==> src/design/spq_pkg.sv <==
package spq_pkg;

	// Built storage depth and derived widths
	localparam int DEPTH = 64;
	localparam int ADDR_W = (DEPTH > 1) ? $clog2(DEPTH) : 1;
	localparam int CNT_W = $clog2(DEPTH + 1);
	localparam int CAP_W = 7;
	localparam int CMP_W = (CNT_W > CAP_W) ? CNT_W : CAP_W;

	// Status codes
	localparam logic [1:0] STATUS_OK = 2'd0;
	localparam logic [1:0] STATUS_FULL = 2'd1;
	localparam logic [1:0] STATUS_EMPTY = 2'd2;

	// Operation codes
	localparam logic OP_ENQ = 1'b0;
	localparam logic OP_DEQ = 1'b1;

	// Request word
	typedef struct packed {
		logic               operation;
		logic signed [31:0] value;
		logic [15:0]        priority_req;
	} req_word_t;

	// Response word
	typedef struct packed {
		logic signed [31:0] result_value;
		logic [1:0]         status;
		logic [6:0]         occupancy;
	} rsp_word_t;

	// One stored entry
	typedef struct packed {
		logic [15:0]        prio;
		logic signed [31:0] value;
	} entry_t;

	typedef enum logic [1:0] {
		RES_FULL,
		RES_EMPTY,
		RES_ENQ_OK,
		RES_DEQ_OK
	} res_kind_t;

	typedef enum logic {
		RD_COUNT_M1,
		RD_POS_M2
	} rd_sel_t;

	typedef enum logic {
		WR_SHIFT,
		WR_NEW
	} wr_sel_t;

	// Controller to datapath
	typedef struct packed {
		logic      req_load;
		logic      pos_init;
		logic      pos_dec;
		logic      rd_en;
		rd_sel_t   rd_sel;
		logic      wr_en;
		wr_sel_t   wr_sel;
		logic      cnt_dec;
		logic      res_load;
		res_kind_t res_kind;
	} ctrl_t;

	// Datapath to controller
	typedef struct packed {
		logic is_deq;
		logic room;
		logic empty;
		logic pri_gt;
		logic pos_one;
		logic out_free;
	} stat_t;

endpackage

==> src/design/sorted_priority_queue.sv <==
// From word accept: a refused enqueue or an empty dequeue loads its result word in
// the decide state; a dequeue reads the top entry there and returns it in deq-data; an
// enqueue moves each held entry of higher priority up one slot over the RAM port and
// stops at the first that is not higher or at the bottom, then writes the new entry.
// Words are taken only in idle; a stalled result word holds the controller until it
// leaves. Reset clears the entry count, capacity goes to 64; entry RAM is not cleared.
module sorted_priority_queue (
	input  logic               clk,
	input  logic               arst_n,
	input  logic               req_valid,
	output logic               req_stall,
	input  spq_pkg::req_word_t req,
	output logic               rsp_valid,
	input  logic               rsp_stall,
	output spq_pkg::rsp_word_t rsp,
	input  logic               psel,
	input  logic               penable,
	input  logic               pwrite,
	input  logic [1:0]         paddr,
	input  logic [31:0]        pwdata,
	output logic [31:0]        prdata,
	output logic               pready
);

	spq_pkg::ctrl_t ctrl;
	spq_pkg::stat_t stat;

	spq_ctrl u_ctrl (
		.clk      (clk),
		.arst_n   (arst_n),
		.req_valid(req_valid),
		.req_stall(req_stall),
		.stat     (stat),
		.ctrl     (ctrl)
	);

	spq_datapath u_datapath (
		.clk      (clk),
		.arst_n   (arst_n),
		.ctrl     (ctrl),
		.stat     (stat),
		.req      (req),
		.rsp_valid(rsp_valid),
		.rsp_stall(rsp_stall),
		.rsp      (rsp),
		.psel     (psel),
		.penable  (penable),
		.pwrite   (pwrite),
		.paddr    (paddr),
		.pwdata   (pwdata),
		.prdata   (prdata),
		.pready   (pready)
	);

endmodule

==> src/design/spq_ram.sv <==
module spq_ram #(
	parameter int WIDTH = 48,
	parameter int DEPTH = 64
) (
	input  logic                                   clk,
	input  logic                                   we,
	input  logic [((DEPTH > 1) ? $clog2(DEPTH) : 1)-1:0] waddr,
	input  logic [WIDTH-1:0]                       wdata,
	input  logic                                   re,
	input  logic [((DEPTH > 1) ? $clog2(DEPTH) : 1)-1:0] raddr,
	output logic [WIDTH-1:0]                       rdata
);

	logic [WIDTH-1:0] mem_q [DEPTH];

	// One write port, one registered read port
	always_ff @(posedge clk) begin
		if (we) begin
			mem_q[waddr] <= wdata;
		end
		if (re) begin
			rdata <= mem_q[raddr];
		end
	end

endmodule

==> src/design/spq_datapath.sv <==
module spq_datapath (
	input  logic              clk,
	input  logic              arst_n,
	input  spq_pkg::ctrl_t    ctrl,
	output spq_pkg::stat_t    stat,
	input  spq_pkg::req_word_t req,
	output logic              rsp_valid,
	input  logic              rsp_stall,
	output spq_pkg::rsp_word_t rsp,
	input  logic              psel,
	input  logic              penable,
	input  logic              pwrite,
	input  logic [1:0]        paddr,
	input  logic [31:0]       pwdata,
	output logic [31:0]       prdata,
	output logic              pready
);

	spq_pkg::req_word_t            req_q;
	spq_pkg::rsp_word_t            rsp_q;
	logic                          rsp_valid_q;
	logic [spq_pkg::CNT_W-1:0]     count_q;
	logic [spq_pkg::ADDR_W-1:0]    pos_q;
	logic [spq_pkg::CAP_W-1:0]     capacity_q;
	logic [spq_pkg::ADDR_W-1:0]    rd_addr;
	logic [spq_pkg::ADDR_W-1:0]    count_m1;
	spq_pkg::entry_t               rd_entry;
	spq_pkg::entry_t               wr_entry;
	spq_pkg::entry_t               new_entry;

	// Config register: capacity at byte address 0
	always_ff @(posedge clk or negedge arst_n) begin
		if (!arst_n) begin
			capacity_q <= spq_pkg::CAP_W'(64);
		end else if (psel && penable && pwrite && pready && paddr == 2'd0) begin
			capacity_q <= pwdata[spq_pkg::CAP_W-1:0];
		end
	end

	assign pready = 1'b1;
	assign prdata = (paddr == 2'd0) ? 32'(capacity_q) : 32'd0;

	// Latched request
	always_ff @(posedge clk) begin
		if (ctrl.req_load) begin
			req_q <= req;
		end
	end

	// Insert position
	always_ff @(posedge clk) begin
		if (ctrl.pos_init) begin
			pos_q <= spq_pkg::ADDR_W'(count_q);
		end else if (ctrl.pos_dec) begin
			pos_q <= pos_q - spq_pkg::ADDR_W'(1);
		end
	end

	// Entry count
	always_ff @(posedge clk or negedge arst_n) begin
		if (!arst_n) begin
			count_q <= '0;
		end else if (ctrl.cnt_dec) begin
			count_q <= count_q - spq_pkg::CNT_W'(1);
		end else if (ctrl.res_load && ctrl.res_kind == spq_pkg::RES_ENQ_OK) begin
			count_q <= count_q + spq_pkg::CNT_W'(1);
		end
	end

	// Entry store
	assign count_m1 = spq_pkg::ADDR_W'(count_q - spq_pkg::CNT_W'(1));
	assign rd_addr = (ctrl.rd_sel == spq_pkg::RD_COUNT_M1) ? count_m1
		: pos_q - spq_pkg::ADDR_W'(2);
	assign new_entry = '{prio: req_q.priority_req, value: req_q.value};
	assign wr_entry = (ctrl.wr_sel == spq_pkg::WR_SHIFT) ? rd_entry : new_entry;

	spq_ram #(
		.WIDTH($bits(spq_pkg::entry_t)),
		.DEPTH(spq_pkg::DEPTH)
	) u_ram (
		.clk  (clk),
		.we   (ctrl.wr_en),
		.waddr(pos_q),
		.wdata(wr_entry),
		.re   (ctrl.rd_en),
		.raddr(rd_addr),
		.rdata(rd_entry)
	);

	// Response register
	always_ff @(posedge clk or negedge arst_n) begin
		if (!arst_n) begin
			rsp_valid_q <= 1'b0;
		end else if (ctrl.res_load) begin
			rsp_valid_q <= 1'b1;
		end else if (!rsp_stall) begin
			rsp_valid_q <= 1'b0;
		end
	end

	always_ff @(posedge clk) begin
		if (ctrl.res_load) begin
			case (ctrl.res_kind)
				spq_pkg::RES_FULL: begin
					rsp_q <= '{result_value: '0, status: spq_pkg::STATUS_FULL,
						occupancy: 7'(count_q)};
				end
				spq_pkg::RES_EMPTY: begin
					rsp_q <= '{result_value: '0, status: spq_pkg::STATUS_EMPTY,
						occupancy: 7'(count_q)};
				end
				spq_pkg::RES_ENQ_OK: begin
					rsp_q <= '{result_value: '0, status: spq_pkg::STATUS_OK,
						occupancy: 7'(count_q + spq_pkg::CNT_W'(1))};
				end
				spq_pkg::RES_DEQ_OK: begin
					rsp_q <= '{result_value: rd_entry.value, status: spq_pkg::STATUS_OK,
						occupancy: 7'(count_q)};
				end
				default: begin
					rsp_q <= '0;
				end
			endcase
		end
	end

	assign rsp_valid = rsp_valid_q;
	assign rsp = rsp_q;

	// Status back to the controller
	assign stat.is_deq = (req_q.operation == spq_pkg::OP_DEQ);
	assign stat.room = (spq_pkg::CMP_W'(count_q) < spq_pkg::CMP_W'(capacity_q))
		&& (spq_pkg::CMP_W'(count_q) < spq_pkg::CMP_W'(spq_pkg::DEPTH));
	assign stat.empty = (count_q == '0);
	assign stat.pri_gt = (rd_entry.prio > req_q.priority_req);
	assign stat.pos_one = (pos_q == spq_pkg::ADDR_W'(1));
	assign stat.out_free = !rsp_valid_q || !rsp_stall;

endmodule

==> src/design/spq_ctrl.sv <==
module spq_ctrl (
	input  logic           clk,
	input  logic           arst_n,
	input  logic           req_valid,
	output logic           req_stall,
	input  spq_pkg::stat_t stat,
	output spq_pkg::ctrl_t ctrl
);

	typedef enum logic [2:0] {
		ST_IDLE,
		ST_DECIDE,
		ST_ENQ_CMP,
		ST_ENQ_PUT,
		ST_DEQ_DATA
	} state_t;

	state_t state_q;
	state_t state_d;

	// Next state and commands
	always_comb begin
		ctrl = '0;
		state_d = state_q;
		case (state_q)
			ST_IDLE: begin
				if (req_valid) begin
					ctrl.req_load = 1'b1;
					state_d = ST_DECIDE;
				end
			end
			ST_DECIDE: begin
				if (stat.is_deq) begin
					if (stat.empty) begin
						if (stat.out_free) begin
							ctrl.res_load = 1'b1;
							ctrl.res_kind = spq_pkg::RES_EMPTY;
							state_d = ST_IDLE;
						end
					end else begin
						// top entry sits at count-1
						ctrl.rd_en = 1'b1;
						ctrl.rd_sel = spq_pkg::RD_COUNT_M1;
						ctrl.cnt_dec = 1'b1;
						state_d = ST_DEQ_DATA;
					end
				end else if (!stat.room) begin
					if (stat.out_free) begin
						ctrl.res_load = 1'b1;
						ctrl.res_kind = spq_pkg::RES_FULL;
						state_d = ST_IDLE;
					end
				end else begin
					ctrl.pos_init = 1'b1;
					if (stat.empty) begin
						state_d = ST_ENQ_PUT;
					end else begin
						ctrl.rd_en = 1'b1;
						ctrl.rd_sel = spq_pkg::RD_COUNT_M1;
						state_d = ST_ENQ_CMP;
					end
				end
			end
			ST_ENQ_CMP: begin
				// entry at pos-1 is on the read port
				if (stat.pri_gt) begin
					ctrl.wr_en = 1'b1;
					ctrl.wr_sel = spq_pkg::WR_SHIFT;
					ctrl.pos_dec = 1'b1;
					if (stat.pos_one) begin
						state_d = ST_ENQ_PUT;
					end else begin
						ctrl.rd_en = 1'b1;
						ctrl.rd_sel = spq_pkg::RD_POS_M2;
					end
				end else begin
					state_d = ST_ENQ_PUT;
				end
			end
			ST_ENQ_PUT: begin
				if (stat.out_free) begin
					ctrl.wr_en = 1'b1;
					ctrl.wr_sel = spq_pkg::WR_NEW;
					ctrl.res_load = 1'b1;
					ctrl.res_kind = spq_pkg::RES_ENQ_OK;
					state_d = ST_IDLE;
				end
			end
			ST_DEQ_DATA: begin
				if (stat.out_free) begin
					ctrl.res_load = 1'b1;
					ctrl.res_kind = spq_pkg::RES_DEQ_OK;
					state_d = ST_IDLE;
				end
			end
			default: begin
				state_d = ST_IDLE;
			end
		endcase
	end

	// State and registered stall
	always_ff @(posedge clk or negedge arst_n) begin
		if (!arst_n) begin
			state_q <= ST_IDLE;
			req_stall <= 1'b0;
		end else begin
			state_q <= state_d;
			req_stall <= (state_d != ST_IDLE);
		end
	end

endmodule
==> config.mk <==
export PLATFORM = sky130hd
export DESIGN_NAME = sorted_priority_queue
export DESIGN_NICKNAME = d
export VERILOG_FILES = /design/src/design/spq_pkg.sv /design/src/design/sorted_priority_queue.sv /design/src/design/spq_ram.sv /design/src/design/spq_datapath.sv /design/src/design/spq_ctrl.sv
export SDC_FILE = /design/constraint.sdc
export NUM_CORES = 2
export LEC_CHECK = 0
export BUFFER_PORTS_ARGS = -buffer_cell sky130_fd_sc_hd__buf_2
export CAP_MARGIN = 20
export CELL_PAD_IN_SITES_DETAIL_PLACEMENT = 1
export CELL_PAD_IN_SITES_GLOBAL_PLACEMENT = 1
export CORE_MARGIN = 2
export CORE_UTILIZATION = 35
export DETAILED_ROUTE_END_ITERATION = 8
export PLACE_DENSITY_LB_ADDON = 0.3
export SLEW_MARGIN = 20
export SYNTH_ARGS = -nofsm -noshare
export SYNTH_HDL_FRONTEND = slang
export SYNTH_SLANG_ARGS = --single-unit
==> constraint.sdc <==
create_clock -name clk -period 5.7 [get_ports clk]
set_input_delay 0 -clock clk [delete_from_list [all_inputs] [get_ports clk]]
set_output_delay 0 -clock clk [all_outputs]
set_load 0.01 [all_outputs]
# [Yosys cells after proc, flatten, opt, wreduce, memory -nomap -nowiden]
# Memory sizes are Yosys's and may differ from the RTL's. A register that Yosys moved wholly into a read port is not among the register bits.
# Index checks and enable logic that the tools add are counted.
[word_totals] ff_bits=115 ram_bits=3072 output_inout_bits=76 word_cells=91 n_memories=1
[classes] add_sub_neg=4 order_cmp=3 n_eq_ne=9 muxes=46 reduce_logical=16
[mem_list] memory="u_datapath.u_ram.mem_q" depth=64 word_bits=48 read_ports=1 rd_ports_with_merged_regs=1 wr=1 line="spq_ram.sv:14" text="logic [WIDTH-1:0] mem_q [DEPTH];"
[op_table] cell="41-bit one-hot mux with 4 select lines" count=1
[op_table] cell="48-bit two-way mux" count=1
[op_table] cell="3-bit two-way mux" count=14
[op_table] cell="7-bit two-way mux" count=3
[op_table] cell="6-bit two-way mux" count=3
[op_table] cell="16-bit > comparator" count=1
[op_table] cell="1-bit two-way mux" count=14
[op_table] cell="3-bit one-hot mux with 4 select lines" count=1
[op_table] cell="2-bit two-way mux" count=5
[op_table] cell="3-bit one-hot mux with 3 select lines" count=1
[op_table] cell="2-bit one-hot mux with 2 select lines" count=2
[op_table] cell="7-bit by 1-bit adder with 7-bit output (second input constant)" count=1
[op_table] cell="7-bit zero test" count=1
[op_table] cell="7-bit less-than comparator" count=1
[op_table] cell="7-bit less-than comparator (second input constant)" count=1
[op_table] cell="7-bit by 1-bit subtractor with 7-bit output (second input constant)" count=1
[op_table] cell="3-bit by 2-bit equality test with 1-bit output (second input constant)" count=2
[op_table] cell="6-bit by 1-bit equality test with 1-bit output (second input constant)" count=1
[op_table] cell="6-bit by 1-bit subtractor with 6-bit output (second input constant)" count=1
[op_table] cell="6-bit by 2-bit subtractor with 6-bit output (second input constant)" count=1
[op_table] cell="1-bit logical AND" count=5
[op_table] cell="5-bit two-way mux" count=1
[op_table] cell="2-bit equality test (second input constant)" count=2
[op_table] cell="2-bit zero test" count=2
[op_table] cell="10 further kinds" count=12

# [Depth between registers and ports, before layout]
[depth] depth_word=10 mapped_depth=17 mapped_depth_nobuf=13

# [Hierarchy]
# A second synthesis with hierarchy kept.
[hier_totals] hier_cells=5452 area_unflattened_um2=123641.1
[by_module_without_submodules] module="spq_ram" n_inst=1 cells_each=4970 area_per_inst_um2=117597.8 seq_area_each_um2=93689.9
[by_module_without_submodules] module="spq_datapath" n_inst=1 cells_each=436 area_per_inst_um2=5655.4 seq_area_each_um2=3259.4
[by_module_without_submodules] module="spq_ctrl" n_inst=1 cells_each=46 area_per_inst_um2=387.9 seq_area_each_um2=100.1

# [Least setup slack after synthesis]
# OpenSTA, ideal clock, no wires.
[synth_timing] path_type="register -> register" startpoint="reg u_datapath.count_q[1] (netlist bit)" endpoint="reg u_datapath.u_ram.rdata[0] (read register of u_datapath.u_ram.mem_q) (enable)" setup_time_ns=0.525 arrival_time_ns=5.367 required_ns=5.175 setup_slack_ns=-0.192 stages_incl_launch_ff=11 cell_sequence="dfrtp_1 > ha_1 > a21o_1 > a21o_1 > a21o_1 > a21o_1 > a21o_1 > a21o_1 > nor2_1 > nor2_1 > o31ai_1"
[synth_rtl] element="from (decl)" line="spq_datapath.sv:22" text="logic [spq_pkg::CNT_W-1:0] count_q;"
[synth_rtl] element="from (signal assigned)" line="spq_datapath.sv:64" text="count_q <= count_q - spq_pkg::CNT_W'(1);"
[synth_rtl] element="from (signal assigned)" line="spq_datapath.sv:66" text="count_q <= count_q + spq_pkg::CNT_W'(1);"
[synth_rtl] element="to (decl)" line="spq_ram.sv:11" text="output logic [WIDTH-1:0] rdata"

# [Final worst setup path]
[layout_timing] startpoint="reg u_datapath.req_q, in the netlist u_datapath.new_entry[39]" endpoint="reg u_datapath.u_ram.rdata[40] (read register of u_datapath.u_ram.mem_q), data pin"
[layout_between] elab_chain_len=4
[layout_lines] element="from (decl)" line="spq_datapath.sv:19" text="spq_pkg::req_word_t req_q;"
[layout_lines] element="from (signal assigned)" line="spq_datapath.sv:46" text="req_q <= req;"
[layout_lines] element="16-bit > comparator (*)" line="spq_datapath.sv:135" text="assign stat.pri_gt = (rd_entry.prio > req_q.priority_req);"
[layout_lines] element="5-bit two-way mux (*)" line="spq_ctrl.sv:66" text="if (stat.pri_gt) begin"
[layout_lines] element="2-bit one-hot mux with 2 select lines (*)" line="spq_ctrl.sv:25" text="case (state_q)"
[layout_lines] element="6-bit two-way mux" line="spq_datapath.sv:72" text="assign rd_addr = (ctrl.rd_sel == spq_pkg::RD_COUNT_M1) ? count_m1"
# Mark *: on every way between the ends. The rest lies on a longest branch, timed or not.
# A chain may end at the register's enable or synchronous reset.

==> impl_metrics.py <==
metrics = {
    "cells_and_area": {
        "area_growth_pct": 17.7,
        "fin_nets": 9014,
        "drive_gt1_share_pct": 13.0,
        "nFillCells": 35800,
    },
    "routing": {
        "wire_per_inst_um": 32.5,
        "dr_total_vias": 80700,
        "postRouteAntennaNets": 0,
        "drt_iter0_drc": 10300,
        "avgViaCountPerCell": 5.78,
        "totalWireLength_um": 454000,
        "route.detailed.drc": 0,
        "dr.pass1.iters": 6,
    },
    "status": {
        "status": "completed",
    },
    "global_route": {
        "grt_usage_pct": 24.2,
        "antenna_found_initial": 24,
        "grt_pass1_vias": 81000,
        "grt_pass1_wl_um": 628000,
        "grt_max_degree": 87,
        "grt-ovfl-total": 0,
    },
    "yosys": {
        "yosys.cell_types.count": 70,
        "synth_edf_count": 3216,
        "syn_area_sq_mm": 0.126,
        "yosys.area.top_type_share_pct": 76.5,
        "synth_area_per_cell_sq_um": 15.1,
        "ys_seq_area_share_pct": 76.9,
        "synthTopCellsByArea": "edfxtp_1 (77%), mux2i_1 (5.6%), nand2_1 (5.2%)",
        "ys.flop_type": "edfxtp_1",
        "synth.top_cells.by_count": "edfxtp_1 (3,216), nand2_1 (1,737), mux2i_1 (700)",
        "synth_top_area_cell": "edfxtp_1",
        "synthArstFlopShare_pct": 0.587,
        "syn-instance-count": 8372,
        "yosysMostFrequentCell": "edfxtp_1",
        "synth_warnings": 0,
        "ys_ff_latch": 3235,
    },
    "min_path": {
        "hp-class": "in -> reg",
    },
    "critical_path": {
        "cp.required_ps": 6370,
        "cpPeakStageDelay_ps": 710,
        "critPathTopFamily": "simple AND/OR/NAND/NOR gates",
        "path_buf_inv": 4,
        "crit_type": "reg -> reg",
        "end_kind": "flip-flop",
        "start_kind": "flip-flop",
        "arrival_ps": 6180,
        "crit_chain": "inv_1 > ha_1 > a41o_1 > a21oi_1 > buf_4 > nor3_1 > nor3_2 > nand2b_4 > nor3_1 > a31oi_4 > buf_12 > buf_12 > a21oi_1 > o41ai_1 > o22ai_1 > or3_1",
        "crit_slowest_cell": "nor3_2",
        "cp_max_fo": 29,
    },
    "pwr": {
        "finalPower_uw": 97100,
        "p_leak_uw": 0.0501,
        "powerDensity_mw_per_mm2": 654,
        "irDropWorstVdd_mv": 1.00,
    },
    "cts": {
        "cts_sinks": 3235,
        "numCtsBuffers": 342,
        "clk_latency_ps": 970,
        "htreeDepth": 5,
        "cts_tree": "done",
        "clockBufferDepth": 4,
        "clockRootBuffer": "clkbuf_16",
        "clkTransAtPathRegs_ps": 60,
        "cts_setup_buffers": 0,
    },
    "floorplan": {
        "fp.dieH_um": 604,
        "placeableCoreArea_sq_mm": 0.359,
        "start_util_pct": 35.2,
        "fp-row-count": 220,
        "die_w_um": 604,
        "die_area_sq_mm": 0.365,
        "ios": 166,
    },
    "sta": {
        "drv_slew": 0,
        "fin_skew_ps": 71.2,
        "holdWs_ps": 143,
        "clock.fmax_ghz": 0.182,
        "tns_ps": 0,
        "setup_viol": 0,
        "slew-limit-headroom_pct": 21.8,
        "rsz0062_at_grt": "no",
        "period_needed_ps": 5510,
        "fin_crit_sh_pct": 96.6,
        "tightest_slew_ps": 1170,
        "final_hold_viol_count": 0,
    },
    "placed_design": {
        "gp_congestion": 0.853,
        "numPortBuffers": 114,
        "hpwl_um": 251000,
    },
    "job": {
        "maxCapViolCount": 0,
    },
}
==> final timing paths <==
kind                            slack [ps]                          to  cells after the start                startpoint
max in group asynchronous             5080    u_datapath.capacity_q[6]                      4                    arst_n
worst min register to register         570           u_ctrl.state_q[2]                      1         u_ctrl.state_q[2]
worst max register to register         190  u_datapath.u_ram.rdata[40]                     16  u_datapath.new_entry[39]
min in group asynchronous              250           u_ctrl.state_q[2]                      4                    arst_n
worst min-delay path                   140        u_datapath.rsp_valid                      4                 rsp_stall
worst max-delay path                   190  u_datapath.u_ram.rdata[40]                     16  u_datapath.new_entry[39]
==> sequential cells by signal, indices dropped and copies added, names as in the netlist <==
signal and count:
u_datapath.rsp_valid 1, u_datapath.rsp 41, u_datapath.u_ram.rdata 48, u_ctrl.state_q 3
u_datapath.pos_q 6, u_datapath.new_entry 48, u_datapath.u_ram.mem_q 3072, u_datapath.capacity_q 7
u_datapath.stat 1, u_datapath.count_q 7, u_ctrl.req_stall 1
==> worst min-delay path, stage by stage <==
cell and delay (ps):
dlygate4sd3_1 520, buf_2 140, nand2_1 210, o211ai_1 150
==> placed cells by master (no fill, tap or decap), types with 44 or more instances in the layout <==
| cell type | netlist | routed |
|---|---|---|
| buf_4 | 62 | 318 |
| nor3_1 | 66 | 66 |
| o21ai_1 | 47 | 44 |
| a21oi_1 | 468 | 468 |
| clkinv_1 | 0 | 77 |
| edfxtp_1 | 3216 | 3216 |
| clkbuf_16 | 0 | 346 |
| nand2_1 | 1737 | 1713 |
| clkinv_2 | 0 | 59 |
| buf_12 | 0 | 137 |
| nor2_4 | 1 | 68 |
| clkbuf_1 | 226 | 80 |
| dlygate4sd3_1 | 0 | 123 |
| nand3_1 | 400 | 399 |
| buf_2 | 204 | 115 |
| a32oi_1 | 87 | 87 |
| a31oi_1 | 193 | 191 |
| o22ai_1 | 375 | 374 |
| mux2i_1 | 700 | 698 |
==> repair_timing <==
| action | 4_1_cts | 5_1_grt |
|---|---|---|
| hold endpoints to repair | 96 | 18 |
| resized for setup | 0 | 0 |
| hold buffers | 123 | 1 |
| endpoints found under the setup margin | 0 | 0 |
==> cells by family after synthesis <==
kind of cell	after synthesis	synth area share [%]
other	2	0.00595
muxes	709	5.63
adders and majority gates	31	0.307
DFF	3235	76.9
AOI/OAI and AO/OA	1361	6.75
and+or+nand+nor	2435	8.05
xor gates and xnor gates	24	0.167
buffers and inverters	575	2.17
==> layout make-up <==
class / instances / area [sq um] / area share (%)
Inverter: 31 / 116 / 0.0783
Sequential cell: 3235 / 97000 / 65.3
Tap cell: 4773 / 5970 / 4.02
Timing Repair Buffer: 697 / 7050 / 4.74
Multi-Input combinational cell: 4586 / 27600 / 18.6
Clock buffer: 426 / 8960 / 6.03
Antenna cell: 13 / 32.5 / 0.0219
Clock inverter: 191 / 1780 / 1.20
==> routing by layer <==
layer	vias up	share of wire, %	GRT usage, %
li1	33000	-	-
met1	42800	41	33.3
met2	4012	46	38.8
met3	867	8.7	3.90
met4	10	3.7	8.72
met5	-	0.014	0
==> metrics by stage <==
| step | std cells | util (%) | setup WS, ps | cell area [sq um] |
|---|---|---|---|---|
| 2_1_floorplan | 8396 | - | 1060 | 126000 |
| 3_3_place_gp | 13200 | 38.0 | 367 | 136000 |
| 3_5_place_dp | 13200 | 38.0 | 346 | 136000 |
| 4_1_cts | 13900 | 41.3 | 291 | 148000 |
| 5_1_grt | 13900 | 41.4 | 119 | 148000 |
| 6_report | 14000 | 41.4 | 191 | 149000 |
==> report_power, final <==
group	leakage (uW)	switching [uW]	internal, uW
combinational	0.0157	30500	12700
clock	0.00523	9580	12200
sequential	0.0292	706	31300
(Power assumes the default switching activity.)
